<file path="config.mk">
export PLATFORM = sky130hd
export DESIGN_NAME = sce_mag
export DESIGN_NICKNAME = d
export VERILOG_FILES = /design/src/sce_mag.sv
export SDC_FILE = /design/constraint.sdc
export NUM_CORES = 2
export LEC_CHECK = 0
export ABC_AREA = 1
export BUFFER_PORTS_ARGS = -buffer_cell sky130_fd_sc_hd__buf_2
export CORE_MARGIN = 10
export CORE_UTILIZATION = 45
export DETAILED_ROUTE_END_ITERATION = 8
export GPL_ROUTABILITY_DRIVEN = 0
export SYNTH_ARGS = -nofsm -noshare
export SYNTH_HDL_FRONTEND = slang
export SYNTH_SLANG_ARGS = --single-unit
export TNS_END_PERCENT = 100
</file>
<file path="constraint.sdc">
create_clock -name clk -period 14.6 [get_ports clk]
set_input_delay 1.46 -clock clk [delete_from_list [all_inputs] [get_ports clk]]
set_output_delay 1.46 -clock clk [all_outputs]
set_load 0.01 [all_outputs]
</file>
<file path="src/sce_mag.sv">
// modulus of a complex accumulator: sum of squares on a shared 32x32
// multiplier, then a restoring integer square root, one root bit a cycle
module sce_mag (
  input  logic        clk,
  input  logic        rst_n,
  input  logic        start,
  input  logic [63:0] abs_re,
  input  logic [63:0] abs_im,
  output logic        done,
  output logic [63:0] root
);

  localparam logic [1:0] M_IDLE = 2'd0;
  localparam logic [1:0] M_SQ   = 2'd1;
  localparam logic [1:0] M_RT   = 2'd2;

  logic [1:0]   mstate_r;
  logic [2:0]   step_r;
  logic [5:0]   cnt_r;
  logic [63:0]  mul_r;
  logic [6:0]   shf_r;
  logic         add_en_r;
  logic [127:0] n_r;
  logic [65:0]  rem_r;
  logic [63:0]  root_r;
  logic         done_r;
  logic [63:0]  ar_r;
  logic [63:0]  ai_r;

  logic [31:0]  opa;
  logic [31:0]  opb;
  logic [6:0]   shf_nxt;
  logic [67:0]  rem_sh;
  logic [67:0]  trial;

  // operand select for the six partial products
  always_comb begin
    opa     = ar_r[31:0];
    opb     = ar_r[31:0];
    shf_nxt = 7'd0;
    unique case (step_r)
      3'd0: begin opa = ar_r[31:0];  opb = ar_r[31:0];  shf_nxt = 7'd0;  end
      3'd1: begin opa = ar_r[31:0];  opb = ar_r[63:32]; shf_nxt = 7'd33; end
      3'd2: begin opa = ar_r[63:32]; opb = ar_r[63:32]; shf_nxt = 7'd64; end
      3'd3: begin opa = ai_r[31:0];  opb = ai_r[31:0];  shf_nxt = 7'd0;  end
      3'd4: begin opa = ai_r[31:0];  opb = ai_r[63:32]; shf_nxt = 7'd33; end
      3'd5: begin opa = ai_r[63:32]; opb = ai_r[63:32]; shf_nxt = 7'd64; end
      default: begin opa = 32'd0; opb = 32'd0; shf_nxt = 7'd0; end
    endcase
  end

  // one root digit
  assign rem_sh = {rem_r, n_r[127:126]};
  assign trial  = {2'b00, root_r, 2'b01};

  always_ff @(posedge clk) begin
    if (!rst_n) begin
      mstate_r <= M_IDLE;
      done_r   <= 1'b0;
      add_en_r <= 1'b0;
    end else begin
      done_r <= 1'b0;
      unique case (mstate_r)
        M_IDLE: begin
          if (start) begin
            ar_r     <= abs_re;
            ai_r     <= abs_im;
            n_r      <= '0;
            step_r   <= 3'd0;
            add_en_r <= 1'b0;
            mstate_r <= M_SQ;
          end
        end
        M_SQ: begin
          if (add_en_r) begin
            n_r <= n_r + (128'(mul_r) << shf_r);
          end
          if (step_r != 3'd6) begin
            mul_r    <= 64'(opa) * 64'(opb);
            shf_r    <= shf_nxt;
            add_en_r <= 1'b1;
            step_r   <= step_r + 3'd1;
          end else begin
            add_en_r <= 1'b0;
            rem_r    <= '0;
            root_r   <= '0;
            cnt_r    <= 6'd63;
            mstate_r <= M_RT;
          end
        end
        M_RT: begin
          if (rem_sh >= trial) begin
            rem_r  <= 66'(rem_sh - trial);
            root_r <= {root_r[62:0], 1'b1};
          end else begin
            rem_r  <= rem_sh[65:0];
            root_r <= {root_r[62:0], 1'b0};
          end
          n_r <= {n_r[125:0], 2'b00};
          if (cnt_r == 6'd0) begin
            done_r   <= 1'b1;
            mstate_r <= M_IDLE;
          end else begin
            cnt_r <= cnt_r - 6'd1;
          end
        end
        default: mstate_r <= M_IDLE;
      endcase
    end
  end

  assign done = done_r;
  assign root = root_r;

endmodule

</file>
[Word level (Yosys, flattened, before mapping)]
Cells that the tools add are included.
Word-level totals
  bits in registers: 470
  bits of input ports: 131
  word-level logic and storage cells: 80
Cells by class
  $add $sub $neg: 4
  multipliers: 1
  order comparisons: 1
  equality and inequality tests: 14
  shift-type cells: 1
  muxes and demuxes: 26
  reductions and logical operators: 21
Operators by type and width (number)
  128-bit case mux with 3 select lines: 1
  128-bit 2-to-1 mux: 2
  32-bit case mux with 4 select lines: 2
  66-bit 2-to-1 mux: 2
  66-bit case mux with 2 select lines: 1
  128-bit adder: 1
  64-bit case mux with 2 select lines: 1
  64-bit by 7-bit << shifter with 128-bit output: 1
  68-bit by 66-bit greater-or-equal comparator with 1-bit output: 1
  66-bit subtractor: 1
  32-bit by 32-bit multiplier with 64-bit output: 1
  64-bit 2-to-1 mux: 1
  7-bit case mux with 2 select lines: 1
  6-bit 2-to-1 mux: 2
  2-bit inequality test, second input constant: 6
  6-bit case mux with 2 select lines: 1
  3-bit AND reduction: 4
  4-bit AND reduction: 3
  2-bit OR reduction: 6
  3-bit by 2-bit equality test with 1-bit output, second input constant: 2
  3-bit equality test, second input constant: 2
  6-bit logical NOT: 1
  2-bit 2-to-1 mux: 3
  3-bit 2-to-1 mux: 2
  15 further kinds: 20

[Longest topological paths before layout]
  depth in word-level cells: 4
  mapped depth: 39

[Worst setup path before layout]
OpenSTA, ideal clock, no wires.
  kind: input port to flip-flop
  start: input port start
  end: register n_r[0], enable pin
  setup time: 0.773 ns
  data arrival time: 10.275 ns
  setup slack: 3.552 ns
  stages on the path: 4
  path buffers: 0
  path through: inv_1 -> nand2_1 -> nand2_1 -> nor3_1
On the way
  word-level cells in the longest chain between the ends: 2
Ends and longest elaborated chain
  start: declaration: line 6  | input logic start,
  2-bit inequality test (no line)
  4-bit AND reduction (no line)
  end signal: assignment: line 76  | n_r <= n_r + (128'(mul_r) << shf_r);
  end signal: assignment: line 99  | n_r <= {n_r[125:0], 2'b00};
  end: declaration: line 23  | logic [127:0] n_r;
No other way between the ends.
A chain may end at the register's enable or synchronous reset.

[Final worst setup path]
  start: register step_r[0]
  end: register mul_r[48], data pin
On the way
  word-level cells in the longest chain between the ends: 4
  elaborated cells on any way between the ends: 13
  those cells by class: mul (1); eq/ne (5); mux (2); reduce/logical (5)
Ends and longest elaborated chain
  start: declaration: line 18  | logic [2:0] step_r;
  start signal: assignment: line 82  | step_r <= step_r + 3'd1;
  3-bit equality test (tied with other cells): line 41  | unique case (step_r)
  2-bit OR reduction (no line)
  32-bit case mux with 4 select lines: line 41
  32-bit by 32-bit multiplier with 64-bit output (*): line 79  | mul_r <= 64'(opa) * 64'(opb);
  end signal: assignment: line 79
  end: declaration: line 20  | logic [63:0] mul_r;
Mark *: on every way between the ends. The rest lies on a longest branch, timed or not.

==> results.toml <==
[floorplan]
die_w_microns = 425.4
die_h_microns = 425.4
rows = 148
core_sq_um = 163100
die_area_sq_um = 181000
pin_count = 196
initial_core_util_pct = 45.34

[clock_tree]
post_cts_buffers = 0
cts_resized = 0
cts_made_buffers = 57
cts_tree = "done"
insertion_delay_ns = 0.71
cts.sinks = 465
path_clk_slew_ns = 0.07
cts_max_path_buffers = 3
htreeDepth = 2
root_buffer = "clkbuf_16"
hold_buffers = 0

[timing]
slew_headroom_pct = 17.85
finalCritPeriodShare_pct = 63.92
finalSetupTns_ns = 0
skew_ns = 0.02729
worst_hold_slack_ns = 0.5311
fmax_mhz = 107.2
finalWorstSetupSlack_ns = 5.267
min_period_ns = 9.333
report.final.slew_viol_count = 0
tightest_slew_ns = 1.198
finalSetupViolCount = 0
rsz0062_at_grt = "false"
hold_violations = 0

[global_route]
grt_pass1_wl_microns = 391100
grt_max_degree = 129
grt.overflow.total = 0
grtUsageTotal_pct = 27.70
grt_pass1_vias = 67990
antenna_found_initial = 11

[synth]
yosys.area_share.simple_pct = 24.91
synth_area_per_cell_sq_um = 6.972
yosysUniqueCellTypes = 46
synth_seq_cells = 465
synth.area.top_cells = "fa_1 24%, edfxtp_1 19%, nand2_1 17%"
synthAdderAreaFrac_pct = 32.18
synth_top_area_share_pct = 24.28
syn_inst = 10610
synth.net_count = 12100
synth_compound_area_share_pct = 6.512
synth_top_family_by_area = "adder cells"
async_flop_share_pct = 0
synth_xor_area_share_pct = 1.184
yosysWarnings = 0
synth_seq_area_share_pct = 18.82
synth_mux_area_share_pct = 0.3248
syn_area_sq_um = 73970
yosysTopAreaCell = "fa_1"
ys.flop_type = "edfxtp_1"
synth-edff-count = 461

[critical_path]
critPathMaxStageDelay_ns = 0.77
cp.arrival_ns = 9.79
crit_required_ns = 15.06
cpMostUsedCell = "inv_1"
startpoint_type = "flip-flop"
endpoint_kind = "flip-flop"
cp_max_fo = 33
worstSetupPathType = "reg2reg"
cpMaxStageDelayCell = "nand3_2"
reg2reg_slack_ns = 5.27

[routing]
ant_nets = 0
wl_microns = 253900
wl_per_cell_microns = 19.74
avgViaCountPerCell = 5.266
routed-via-count = 67720
drtIter0Drc = 7041
firstDrtPassIters = 8
drc = 0

[run_status]
status = "completed"

[flow_run]
maxCapViolations = 0

[layout]
drive_gt1_share_pct = 4.289
syn_to_final_growth_pct = 6.683
layout.nets = 12130

[place]
hpwl_microns = 203800
port_buffers = 195
place_worst_setup_slack_ns = 5.459

[worst_hold_path]
hold_path.class = "reg2reg"
==> Yosys cell counts, drive strengths merged, types with 59 or more instances <==
cell type,instances
buf,150
nand3,373
a21oi,464
xor2,78
inv,2789
clkbuf,166
nor3,59
nor2,785
o21ai,272
nand2,3372
ha,467
fa,897
edfxtp,461
==> cells by family (layout without fill, tap and decap cells) <==
kind of cell / Yosys count / count (layout)
XOR/XNOR: 100 / 100
multiplexers: 24 / 24
AO/OA/AOI/OAI: 889 / 889
buffers and inverters: 3106 / 3176
AND/OR/NAND/NOR: 4661 / 4661
adder cells (fa/ha/maj): 1364 / 1364
flip-flops: 465 / 465
other: 0 / 7
==> metal layers <==
layer  vias to the layer above  global-route usage (%)  wire (microns)
met5                         -                       0             138
met4                        18                   12.31           13040
met3                       621                   5.212           24930
met2                      3135                   44.15          113300
met1                     32480                   36.54          102500
li1                      31470                       -               -
==> per-stage QoR <==
stage / instance area, sq um / instances / utilization [%]
after detailed placement: 76990 / 12750 / 47.19
final: 78910 / 12860 / 48.37
after floorplan: 73970 / 10610 / -
after CTS: 78890 / 12850 / 48.36
after global placement: 76990 / 12750 / 47.19
after global routing: 78910 / 12860 / 48.37
==> critical path: cells and delay by family (launching register included) <==
kind	cells	cell delay, ns
flip-flops	1	0.40
AND/OR/NAND/NOR	8	1.41
buffers and inverters	11	1.17
AO/OA/AOI/OAI	6	1.55
adder cells (fa/ha/maj)	10	4.52
==> final timing paths <==
check,start,end,cells after the start
setup / recovery,step_r[0],mul_r[48],35
hold / removal,add_en_r,add_en_r,2
setup reg to reg,step_r[0],mul_r[48],35
hold reg to reg,add_en_r,add_en_r,2
==> layout make-up <==
class                           instances  area (sq um)
Inverter                             2790         10480
Multi-Input combinational cell       7038         48220
Antenna cell                            7         17.52
Timing Repair Buffer                  283          1649
Fill cell                           16640         84230
Clock inverter                         38         450.4
Clock buffer                           65          1456
Sequential cell                       465         13920
Tap cell                             2175          2721
==> flip-flops by register name, indices dropped and copies added, names as in the netlist, 2 cells and up <==
| name | count |
|---|---|
| ar_r | 64 |
| shf_r | 2 |
| ai_r | 64 |
| n_r | 128 |
| step_r | 3 |
| cnt_r | 6 |
| rem_r | 66 |
| mul_r | 64 |
| root | 64 |
| mstate_r | 2 |
==> cell usage in the layout (no fill, tap or decap), types with 5 or more instances in the layout <==
cell type / count
a21boi_0: 10
a21o_1: 18
a21oi_1: 461
a22oi_1: 52
a31oi_1: 17
buf_2: 195
buf_4: 87
bufinv_16: 7
clkbuf_1: 8
clkbuf_16: 57
clkinv_1: 9
clkinv_2: 5
clkinv_4: 6
clkinvlp_4: 5
diode_2: 7
edfxtp_1: 461
fa_1: 897
ha_1: 465
inv_1: 2781
inv_2: 7
mux2i_1: 24
nand2_1: 3364
nand2_2: 7
nand3_1: 369
nand3b_1: 15
nand4_1: 39
nor2_1: 731
nor2_2: 49
nor2_4: 5
nor3_1: 55
nor4_1: 11
o21a_1: 11
o21ai_0: 239
o21ai_1: 32
o21bai_1: 26
o22ai_1: 7
xnor2_1: 22
xor2_1: 78
Power is left out: the tool's default activity adds up to more than one toggle a clock period on the data nets, which glitch-free logic cannot reach.
